--- src/rtl/core/mcpd_pkg.sv ---
// ----------------------------------------------------------------------------
// mcpd_pkg: shared types and constants of the motor command pi drive
// widths, register indexes, reset values, mode codes and shared structs
// ----------------------------------------------------------------------------
`timescale 1ns / 1ps
`default_nettype none

package mcpd_pkg;

  localparam int unsigned DRIVE_W    = 12;
  localparam int unsigned LIMIT_W    = 15;
  localparam int unsigned GAIN_W     = 12;
  localparam int unsigned SCALE_W    = 6;
  localparam int unsigned POS_W      = 16;
  localparam int unsigned INTEG_W    = 16;
  localparam int unsigned BYTE_W     = 8;
  localparam int unsigned CFG_IDX_W  = 2;
  localparam int unsigned CFG_DATA_W = 15;

  localparam logic [DRIVE_W-1:0] MAX_OUTPUT_RST        = 12'd3100;
  localparam logic [LIMIT_W-1:0] INTEGRAL_LIMIT_RST    = 15'd1000;
  localparam logic [GAIN_W-1:0]  PROPORTIONAL_GAIN_RST = 12'd530;
  localparam logic [SCALE_W-1:0] DUTY_SCALE_RST        = 6'd31;

  typedef enum logic [CFG_IDX_W-1:0] {
    REG_MAX_OUTPUT        = 2'd0,
    REG_INTEGRAL_LIMIT    = 2'd1,
    REG_PROPORTIONAL_GAIN = 2'd2,
    REG_DUTY_SCALE        = 2'd3
  } cfg_reg_t;

  typedef enum logic [1:0] {
    MODE_OFF      = 2'd0,
    MODE_DUTY     = 2'd1,
    MODE_POSITION = 2'd2,
    MODE_RESERVE  = 2'd3
  } mode_t;

  typedef struct packed {
    logic [DRIVE_W-1:0] max_output;
    logic [LIMIT_W-1:0] integral_limit;
    logic [GAIN_W-1:0]  proportional_gain;
    logic [SCALE_W-1:0] duty_scale;
  } cfg_regs_t;

  typedef struct packed {
    logic [DRIVE_W-1:0]        forward;
    logic [DRIVE_W-1:0]        reverse;
    logic signed [INTEG_W-1:0] integral;
    logic                      clear;
  } law_res_t;

endpackage : mcpd_pkg

`default_nettype wire

--- src/rtl/core/mcpd_crc_check.sv ---
// ----------------------------------------------------------------------------
// mcpd_crc_check: packet check
// crc-8, poly 0x8d, msb first, init 0, over the four command bytes
// ----------------------------------------------------------------------------
`timescale 1ns / 1ps
`default_nettype none

module mcpd_crc_check (
  input  wire logic [mcpd_pkg::BYTE_W-1:0] mode_byte,
  input  wire logic [mcpd_pkg::BYTE_W-1:0] flag_byte,
  input  wire logic [mcpd_pkg::BYTE_W-1:0] high_byte,
  input  wire logic [mcpd_pkg::BYTE_W-1:0] low_byte,
  input  wire logic [mcpd_pkg::BYTE_W-1:0] check_byte,
  output logic                             match
);
  import mcpd_pkg::*;

  localparam logic [BYTE_W-1:0] CRC_POLY = 8'h8D;

  // one byte through the shift register, eight bit steps
  function automatic logic [BYTE_W-1:0] crc_byte(input logic [BYTE_W-1:0] c_in);
    logic [BYTE_W-1:0] c;
    c = c_in;
    for (int b = 0; b < BYTE_W; b++) begin
      if (c[BYTE_W-1]) begin
        c = (c << 1) ^ CRC_POLY;
      end else begin
        c = c << 1;
      end
    end
    return c;
  endfunction

  logic [BYTE_W-1:0] crc0;
  logic [BYTE_W-1:0] crc1;
  logic [BYTE_W-1:0] crc2;
  logic [BYTE_W-1:0] crc3;

  assign crc0  = crc_byte(mode_byte);
  assign crc1  = crc_byte(crc0 ^ flag_byte);
  assign crc2  = crc_byte(crc1 ^ high_byte);
  assign crc3  = crc_byte(crc2 ^ low_byte);
  assign match = (crc3 == check_byte);

endmodule : mcpd_crc_check

`default_nettype wire

--- src/rtl/core/mcpd_ctrl_law.sv ---
// ----------------------------------------------------------------------------
// mcpd_ctrl_law: control law for one tick
// runs the latched command: servo-off, duty, pi position or hold
// ----------------------------------------------------------------------------
`timescale 1ns / 1ps
`default_nettype none

module mcpd_ctrl_law (
  input  wire logic [mcpd_pkg::BYTE_W-1:0]         mode_byte,
  input  wire logic [mcpd_pkg::BYTE_W-1:0]         high_byte,
  input  wire logic [mcpd_pkg::BYTE_W-1:0]         low_byte,
  input  wire logic signed [mcpd_pkg::POS_W-1:0]   position,
  input  wire logic signed [mcpd_pkg::INTEG_W-1:0] integral,
  input  wire logic [mcpd_pkg::DRIVE_W-1:0]        forward,
  input  wire logic [mcpd_pkg::DRIVE_W-1:0]        reverse,
  input  wire mcpd_pkg::cfg_regs_t                 cfg,
  output mcpd_pkg::law_res_t                       res
);
  import mcpd_pkg::*;

  mode_t                    mode;
  logic                     ignore;
  logic signed [POS_W-1:0]  target;
  logic signed [POS_W:0]    err;
  logic signed [POS_W+1:0]  acc_sum;
  logic signed [POS_W+1:0]  lim_pos;
  logic signed [POS_W+1:0]  lim_neg;
  logic signed [POS_W+1:0]  acc_sat;
  logic signed [29:0]       prod;
  logic signed [31:0]       num;
  logic signed [31:0]       num_adj;
  logic signed [31:0]       pi_val;
  logic signed [14:0]       duty_val;
  logic signed [31:0]       v;
  logic [31:0]              v_abs;
  logic [DRIVE_W-1:0]       mag;
  logic [DRIVE_W-1:0]       drv_fwd;
  logic [DRIVE_W-1:0]       drv_rev;

  assign mode   = mode_t'(mode_byte[3:2]);
  assign ignore = mode_byte[1];
  assign target = $signed({high_byte, low_byte});

  // error at full precision, integral saturated at +/- limit
  assign err     = {target[POS_W-1], target} - {position[POS_W-1], position};
  assign acc_sum = {{2{integral[INTEG_W-1]}}, integral} + {err[POS_W], err};
  assign lim_pos = $signed({3'b000, cfg.integral_limit});
  assign lim_neg = -lim_pos;

  always_comb begin
    if (acc_sum > lim_pos) begin
      acc_sat = lim_pos;
    end else if (acc_sum < lim_neg) begin
      acc_sat = lim_neg;
    end else begin
      acc_sat = acc_sum;
    end
  end

  // (2*kp*err + integral) / 2, truncated toward zero
  assign prod    = $signed({1'b0, cfg.proportional_gain}) * err;
  assign num     = $signed({prod[29], prod, 1'b0}) + $signed({{14{acc_sat[POS_W+1]}}, acc_sat});
  assign num_adj = num + $signed({31'd0, num[31]});
  assign pi_val  = num_adj >>> 1;

  assign duty_val = $signed(low_byte) * $signed({1'b0, cfg.duty_scale});

  always_comb begin
    unique case (mode)
      MODE_DUTY:     v = {{17{duty_val[14]}}, duty_val};
      MODE_POSITION: v = pi_val;
      default:       v = 32'sd0;
    endcase
  end

  // clamp the magnitude and steer by sign
  assign v_abs = v[31] ? 32'(-v) : 32'(v);
  assign mag   = (v_abs > {20'd0, cfg.max_output}) ? cfg.max_output : v_abs[DRIVE_W-1:0];

  always_comb begin
    if (!v[31] && (v != 32'sd0)) begin
      drv_fwd = mag;
      drv_rev = '0;
    end else begin
      drv_fwd = '0;
      drv_rev = mag;
    end
  end

  always_comb begin
    res.forward  = forward;
    res.reverse  = reverse;
    res.integral = integral;
    res.clear    = 1'b0;
    if (!ignore) begin
      unique case (mode)
        MODE_OFF: begin
          res.forward = '0;
          res.reverse = '0;
          res.clear   = 1'b1;
        end
        MODE_DUTY: begin
          res.forward = drv_fwd;
          res.reverse = drv_rev;
        end
        MODE_POSITION: begin
          res.forward  = drv_fwd;
          res.reverse  = drv_rev;
          res.integral = acc_sat[INTEG_W-1:0];
        end
        MODE_RESERVE: begin
          res.clear = 1'b0;
        end
        default: begin
          res.clear = 1'b0;
        end
      endcase
    end
  end

endmodule : mcpd_ctrl_law

`default_nettype wire

--- src/rtl/core/motor_command_pi_drive_core.sv ---
// ----------------------------------------------------------------------------
// motor_command_pi_drive_core: command latch and pi position drive
// packet check and latch, tick-driven servo-off / duty / pi control
// ----------------------------------------------------------------------------
// Every input item gives exactly one result item. A packet item (kind 1) is
// checked with crc-8 (poly 0x8d, init 0) over its four command bytes and on a
// match latches mode, high and low bytes; its result reports the acceptance
// and the drive levels now held. A tick item (kind 0) runs the latched
// command against the encoder position and reports the new drive levels and
// whether the encoder count should be cleared. The block is a two-register
// pipeline: an input register, then check / control-law logic (one 12x17
// multiply, add and clamp) into the result register, loaded when the item
// leaves the input register; it waits there while out_stall holds the result
// register; a new item is accepted every cycle while the result side keeps
// up. Configuration is written through cfg_we / cfg_index / cfg_wdata; the
// user must do so only while the block is idle (not enforced by the block).
`timescale 1ns / 1ps
`default_nettype none

module motor_command_pi_drive_core (
  input  wire logic                                clk,
  input  wire logic                                rst_n,
  // configuration write port
  input  wire logic                                cfg_we,
  input  wire logic [mcpd_pkg::CFG_IDX_W-1:0]      cfg_index,
  input  wire logic [mcpd_pkg::CFG_DATA_W-1:0]     cfg_wdata,
  // input channel
  input  wire logic                                in_valid,
  output logic                                     in_stall,
  input  wire logic                                in_kind,
  input  wire logic signed [mcpd_pkg::POS_W-1:0]   in_position,
  input  wire logic [mcpd_pkg::BYTE_W-1:0]         in_mode_byte,
  input  wire logic [mcpd_pkg::BYTE_W-1:0]         in_flag_byte,
  input  wire logic [mcpd_pkg::BYTE_W-1:0]         in_high_byte,
  input  wire logic [mcpd_pkg::BYTE_W-1:0]         in_low_byte,
  input  wire logic [mcpd_pkg::BYTE_W-1:0]         in_check_byte,
  // result channel
  output logic                                     out_valid,
  input  wire logic                                out_stall,
  output logic                                     out_packet_accepted,
  output logic [mcpd_pkg::DRIVE_W-1:0]             out_drive_forward,
  output logic [mcpd_pkg::DRIVE_W-1:0]             out_drive_reverse,
  output logic                                     out_clear_position
);
  import mcpd_pkg::*;

  // configuration registers
  cfg_regs_t cfg_r;

  // input register
  logic                      s1_valid_r;
  logic                      s1_kind_r;
  logic signed [POS_W-1:0]   s1_position_r;
  logic [BYTE_W-1:0]         s1_mode_r;
  logic [BYTE_W-1:0]         s1_flag_r;
  logic [BYTE_W-1:0]         s1_high_r;
  logic [BYTE_W-1:0]         s1_low_r;
  logic [BYTE_W-1:0]         s1_check_r;

  // controller state
  logic [BYTE_W-1:0]         cmd_mode_r;
  logic [BYTE_W-1:0]         cmd_high_r;
  logic [BYTE_W-1:0]         cmd_low_r;
  logic signed [INTEG_W-1:0] integral_r;
  logic [DRIVE_W-1:0]        forward_r;
  logic [DRIVE_W-1:0]        reverse_r;

  // result register
  logic                      out_valid_r;
  logic                      out_accepted_r;
  logic [DRIVE_W-1:0]        out_forward_r;
  logic [DRIVE_W-1:0]        out_reverse_r;
  logic                      out_clear_r;

  logic                      advance;
  logic                      fire;
  logic                      in_take;
  logic                      crc_match;
  law_res_t                  law;

  // result register frees when empty or taken this cycle
  assign advance  = !out_valid_r || !out_stall;
  assign fire     = s1_valid_r && advance;
  assign in_stall = s1_valid_r && !advance;
  assign in_take  = in_valid && !in_stall;

  mcpd_crc_check u_crc (
    .mode_byte  (s1_mode_r),
    .flag_byte  (s1_flag_r),
    .high_byte  (s1_high_r),
    .low_byte   (s1_low_r),
    .check_byte (s1_check_r),
    .match      (crc_match)
  );

  mcpd_ctrl_law u_law (
    .mode_byte (cmd_mode_r),
    .high_byte (cmd_high_r),
    .low_byte  (cmd_low_r),
    .position  (s1_position_r),
    .integral  (integral_r),
    .forward   (forward_r),
    .reverse   (reverse_r),
    .cfg       (cfg_r),
    .res       (law)
  );

  // configuration writes, masked to register width
  always_ff @(posedge clk) begin
    if (!rst_n) begin
      cfg_r.max_output        <= MAX_OUTPUT_RST;
      cfg_r.integral_limit    <= INTEGRAL_LIMIT_RST;
      cfg_r.proportional_gain <= PROPORTIONAL_GAIN_RST;
      cfg_r.duty_scale        <= DUTY_SCALE_RST;
    end else if (cfg_we) begin
      unique case (cfg_reg_t'(cfg_index))
        REG_MAX_OUTPUT:        cfg_r.max_output        <= cfg_wdata[DRIVE_W-1:0];
        REG_INTEGRAL_LIMIT:    cfg_r.integral_limit    <= cfg_wdata[LIMIT_W-1:0];
        REG_PROPORTIONAL_GAIN: cfg_r.proportional_gain <= cfg_wdata[GAIN_W-1:0];
        REG_DUTY_SCALE:        cfg_r.duty_scale        <= cfg_wdata[SCALE_W-1:0];
        default:               cfg_r.duty_scale        <= cfg_r.duty_scale;
      endcase
    end
  end

  // input register
  always_ff @(posedge clk) begin
    if (!rst_n) begin
      s1_valid_r <= 1'b0;
    end else if (in_take) begin
      s1_valid_r <= 1'b1;
    end else if (fire) begin
      s1_valid_r <= 1'b0;
    end
  end

  always_ff @(posedge clk) begin
    if (in_take) begin
      s1_kind_r     <= in_kind;
      s1_position_r <= in_position;
      s1_mode_r     <= in_mode_byte;
      s1_flag_r     <= in_flag_byte;
      s1_high_r     <= in_high_byte;
      s1_low_r      <= in_low_byte;
      s1_check_r    <= in_check_byte;
    end
  end

  // controller state update, one item per fire
  always_ff @(posedge clk) begin
    if (!rst_n) begin
      cmd_mode_r <= '0;
      cmd_high_r <= '0;
      cmd_low_r  <= '0;
      integral_r <= '0;
      forward_r  <= '0;
      reverse_r  <= '0;
    end else if (fire) begin
      if (s1_kind_r) begin
        // packet: latch the command on a good check
        if (crc_match) begin
          cmd_mode_r <= s1_mode_r;
          cmd_high_r <= s1_high_r;
          cmd_low_r  <= s1_low_r;
        end
      end else begin
        // tick: run the latched command
        integral_r <= law.integral;
        forward_r  <= law.forward;
        reverse_r  <= law.reverse;
      end
    end
  end

  // result register
  always_ff @(posedge clk) begin
    if (!rst_n) begin
      out_valid_r <= 1'b0;
    end else if (fire) begin
      out_valid_r <= 1'b1;
    end else if (!out_stall) begin
      out_valid_r <= 1'b0;
    end
  end

  always_ff @(posedge clk) begin
    if (fire) begin
      if (s1_kind_r) begin
        out_accepted_r <= crc_match;
        out_forward_r  <= forward_r;
        out_reverse_r  <= reverse_r;
        out_clear_r    <= 1'b0;
      end else begin
        out_accepted_r <= 1'b0;
        out_forward_r  <= law.forward;
        out_reverse_r  <= law.reverse;
        out_clear_r    <= law.clear;
      end
    end
  end

  assign out_valid           = out_valid_r;
  assign out_packet_accepted = out_accepted_r;
  assign out_drive_forward   = out_forward_r;
  assign out_drive_reverse   = out_reverse_r;
  assign out_clear_position  = out_clear_r;

endmodule : motor_command_pi_drive_core

`default_nettype wire
--- config.mk ---
export PLATFORM = sky130hd
export DESIGN_NAME = motor_command_pi_drive_core
export DESIGN_NICKNAME = d
export VERILOG_FILES = /design/src/rtl/core/mcpd_pkg.sv /design/src/rtl/core/mcpd_crc_check.sv /design/src/rtl/core/mcpd_ctrl_law.sv /design/src/rtl/core/motor_command_pi_drive_core.sv
export SDC_FILE = /design/constraint.sdc
export NUM_CORES = 1
export LEC_CHECK = 0
export CAP_MARGIN = 40
export CORE_MARGIN = 8
export CORE_UTILIZATION = 60
export CTS_CLUSTER_SIZE = 16
export DETAILED_ROUTE_END_ITERATION = 6
export DONT_BUFFER_PORTS = 1
export GPL_TIMING_DRIVEN = 0
export PLACE_DENSITY_LB_ADDON = 0.05
export SLEW_MARGIN = 20
export SYNTH_ARGS = -nofsm -noshare
export SYNTH_HDL_FRONTEND = slang
export SYNTH_HIERARCHICAL = 1
export SYNTH_SLANG_ARGS = --single-unit
--- constraint.sdc ---
create_clock -name clk -period 14.8 [get_ports clk]
set_clock_uncertainty 0.2 [all_clocks]
set_input_delay 1.48 -clock clk [delete_from_list [all_inputs] [get_ports clk]]
set_output_delay 1.48 -clock clk [all_outputs]
set_load 0.01 [all_outputs]
After elaboration in Yosys (flattened, before gate mapping)

Index checks and enable logic that the tools add are counted.

Register bits: 190
Input port bits: 79
Output and inout port bits: 28
Logic and storage cells: 149

Add/sub/neg operators: 6
$mul: 2
$lt $le $gt $ge: 3
Eq/ne operators: 7
Muxes and demuxes: 49
Bitwise logic cells: 37
Reduce and logical (&&, ||, !) cells: 22

Operators with widths:

| kind                                            | number |
|---|---|
| 8-bit two-way mux                               | 32 |
| 4-bit NOT                                       | 32 |
| 32-bit one-hot mux with 2 select lines          | 1 |
| 12-bit two-way mux                              | 5 |
| 24-bit one-hot mux with 2 select lines          | 1 |
| 41-bit two-way mux                              | 1 |
| 18-bit two-way mux                              | 2 |
| 31-bit by 18-bit adder with 32-bit output       | 1 |
| 32-bit by 2-bit adder with 32-bit output        | 1 |
| 32-bit by 12-bit > comparator with 1-bit output | 1 |
| 32-bit two-way mux                              | 1 |
| 32-bit negation                                 | 1 |
| 32-bit nonzero test                             | 1 |
| 13-bit by 17-bit multiplier with 30-bit output  | 1 |
| 8-bit XOR                                       | 3 |
| 16-bit by 17-bit adder with 18-bit output       | 1 |
| 18-bit by 16-bit > comparator with 1-bit output | 1 |
| 18-bit < comparator                             | 1 |
| 15-bit negation with 18-bit output              | 1 |
| 16-bit by 16-bit subtractor with 17-bit output  | 1 |
| 16-bit two-way mux                              | 1 |
| 8-bit by 7-bit multiplier with 15-bit output    | 1 |
| 8-bit equality test                             | 1 |
| 2-bit AND reduction                             | 4 |
| 13 further kinds                                | 30 |

Logic depth before layout (Yosys ltp)

Depth in word-level cells: 69
Depth in mapped cells: 77
Gate-level depth less buffers: 76

Hierarchy

Netlist, hierarchy kept.

By module, submodules not included:

| module                      | instances | cells each | area each (um^2) | sequential area each (um^2) |
|---|---|---|---|---|
| mcpd_ctrl_law               | 1         | 2442       | 18297.5          | 0.0 |
| motor_command_pi_drive_core | 1         | 575        | 7060.5           | 4714.5 |
| mcpd_crc_check              | 1         | 111        | 1318.8           | 0.0 |

Least setup slack after synthesis

OpenSTA, ideal clock, no wires.

Kind: register -> register
Start: reg cmd_low_r[0]
End: reg reverse_r[1]
Setup time: 0.116 ns
Arrival time: 14.096 ns
Required time: 14.484 ns
Setup slack: 0.388 ns
Cell stages (with the launch flop): 75
Buffers on the path: 1
Period minus slack after synthesis: 14.412 ns
Cells stage by stage: dfxtp_1 -> inv_1 -> ha_1 -> fa_1 -> nor2b_1 -> o21ai_0 -> a21boi_0 -> o21ai_0 -> a21boi_0 -> o21ai_0 -> nand2b_1 -> and2_1 -> o21ai_0 -> nand2b_1 -> a21o_1 -> a21o_1 -> a21o_1 -> a21o_1 -> [... 39 more ...] -> xnor2_1 -> nand2_1 -> inv_1 -> ha_1 -> a21o_1 -> a21o_1 -> a21oi_1 -> o21ai_0 -> o31ai_1 -> o31a_1 -> o2111ai_1 -> a2111oi_0 -> nand3_1 -> nor4_1 -> o31ai_1 -> mux2_2 -> mux2i_1 -> nor2b_1

RTL lines:

| what                     | RTL line                           | text |
|---|---|---|
| start: declaration       | motor_command_pi_drive_core.sv:63  | `logic [BYTE_W-1:0] cmd_low_r;` |
| start signal: assignment | motor_command_pi_drive_core.sv:164 | `cmd_low_r <= s1_low_r;` |
| end signal: assignment   | motor_command_pi_drive_core.sv:170 | `reverse_r <= law.reverse;` |
| end: declaration         | motor_command_pi_drive_core.sv:66  | `logic [DRIVE_W-1:0] reverse_r;` |

==> impl_metrics.toml <==
[drt]
dr.pass1.iters = 6
final_antenna_net_count = 0
drc = 0
wire_per_inst_um = 21.0
via_per_inst = 6.08
num_vias = 23100
wl_um = 79900
drt-initial-drc-count = 2049

[cts]
clk_latency_ps = 470
cts_max_level = 4
cts_tree = "done"
cts_num_sinks = 189
cts_buffers = 17
cts-root-buf = "clkbuf_16"
cts_hold_buf = 0
cts_buffer_depth = 2
clk_pin_slew_ps = 70

[grt]
grt_pass1_wl_um = 123000
antenna_found_initial = 3
grt_max_degree = 36
grt_pass1_vias = 22600
track_usage = 0.304
grt_overflow_total = 0

[synthesis]
syn-instance-count = 3108
syn_avg_cell_area_um2 = 8.52
yosysWarnings = 6
syn_nets = 3626
syn-cell-area_um2 = 26500

[floorplan]
ioPinCount = 107
fp-row-count = 77
die_x_um = 226
die-area_um2 = 51100
die_y_um = 226
core-area_um2 = 43900
initial_core_util = 0.603

[pwr]
powerDensity_nw_per_um2 = 237
irDropWorstVdd_uv = 363
leakagePower_nw = 13.4

[layout]
final_area_um2 = 29600
n_fill_cell = 3625
area_growth_pct = 11.8
final_cell_mix = "inv_1, nand2_1, fa_1"
nNetsFinal = 3714
drive_above_1_share = 0.137
stdcell_count = 3803
layout_commonest_cell = "inv_1"

[worst_setup_path]
max_stage_delay_ps = 620
critPathMaxFanout = 10
startpoint = "s1_position_r[0]$_DFFE_PP_"
end_kind = "flip-flop"
crit_path_start_kind = "flip-flop"
cp.arrival_ps = 15170
cp.required_ps = 14960
r2r_cells = 62
critPathKind = "flip-flop to flip-flop"
reg2reg_from = "s1_position_r[0]$_DFFE_PP_"
crit_path_top_delay_cell = "fa_2"

[min_path]
hold_depth = 2
worstHoldStart = "cfg_r[42]$_SDFFE_PN0P_"
hold_class = "flip-flop to flip-flop"

[sta]
fmax_mhz = 66.6
timing.setup.tns_ps = -6170
fin_hold_ws_ps = 264
worstMarginPinSlew_ps = 798
setup_violations = 48
finalHoldViolations = 0
fin_crit_ps = 15010
rsz0062_at_grt = "true"
max_slew_margin = 0.468
slew_viol_final = 0
fin_ws_ps = -212
timing.final.crit_share = 1.01

[placement]
dp.cells = 3704
placed_area_um2 = 27300
preCtsSetupSlack_ps = -3630
gp_congestion = 0.968
port_buffers = 0
dpl.hpwl_um = 62900

[run]
cap_violations = 0

[status]
status = "finished, violations left"
violations = "setup timing"
==> timing repair <==
action,in CTS,in global routing
endpoints found under the setup margin,48,48
endpoints found under the hold margin,0,0
gates resized for setup,184,136
buffers inserted,41,28
pin swaps,56,72
gates cloned,1,0
==> critical path, delay by kind of cell, from the launching register on <==
family,cells,cell delay [ps]
AO/OA/AOI/OAI,24,4690
XOR/XNOR,1,200
adder cells (fa/ha/maj),10,4060
buffers and inverters,6,840
flip-flops,1,460
multiplexers,3,750
AND/OR/NAND/NOR,18,3630
==> power by group <==
part / internal [W] / total [W] / switching (W)
logic: 0.00239 / 0.00593 / 0.00354
clock network: 0.000237 / 0.000491 / 0.000254
registers: 0.000563 / 0.000585 / 0.0000220
total: 0.00319 / 0.00701 / 0.00382
==> final timing paths <==
| check | endpoint | slack, ps |
|---|---|---|
| worst max-delay path | forward_r[8]$_SDFFE_PN0N_ | -210 |
| worst min-delay path | cfg_r[42]$_SDFFE_PN0P_ | 260 |
| worst max register to register | forward_r[8]$_SDFFE_PN0N_ | -210 |
| worst min register to register | cfg_r[42]$_SDFFE_PN0P_ | 260 |
==> metrics by stage <==
stage          power [W]  utilization
2_1_floorplan    0.00459            -
3_3_place_gp     0.00555        0.620
3_5_place_dp     0.00564        0.621
4_1_cts          0.00654        0.659
5_1_grt          0.00755        0.674
6_report         0.00701        0.674
==> sequential cells by signal, indices dropped and copies added (netlist names), 3 cells and up <==
name / count
cfg_r: 45
cmd_high_r: 8
cmd_low_r: 8
cmd_mode_r: 3
forward_r: 12
integral_r: 16
out_drive_forward: 12
out_drive_reverse: 12
reverse_r: 12
s1_check_r: 8
s1_flag_r: 8
s1_high_r: 8
s1_low_r: 8
s1_mode_r: 8
s1_position_r: 16
==> area by class of cell <==
type,count,area [um2],share of cell area
multi-input cells,2391,20800,0.703
flip-flops and latches,189,4630,0.156
inverters,397,1490,0.0504
well taps,592,741,0.0250
plain buffers,126,684,0.0231
repair buffers,74,624,0.0211
clock buffers,17,425,0.0144
clock inverters,15,208,0.00701
diodes,2,5.00,0.000169
==> routing by layer <==
metal | routed length (um) | track usage
met5 | 0 | 0
met4 | 3400 | 0.120
met2 | 38200 | 0.510
met1 | 33400 | 0.392
met3 | 4840 | 0.0447
No activity file was read; power rests on OpenSTA's default activity.
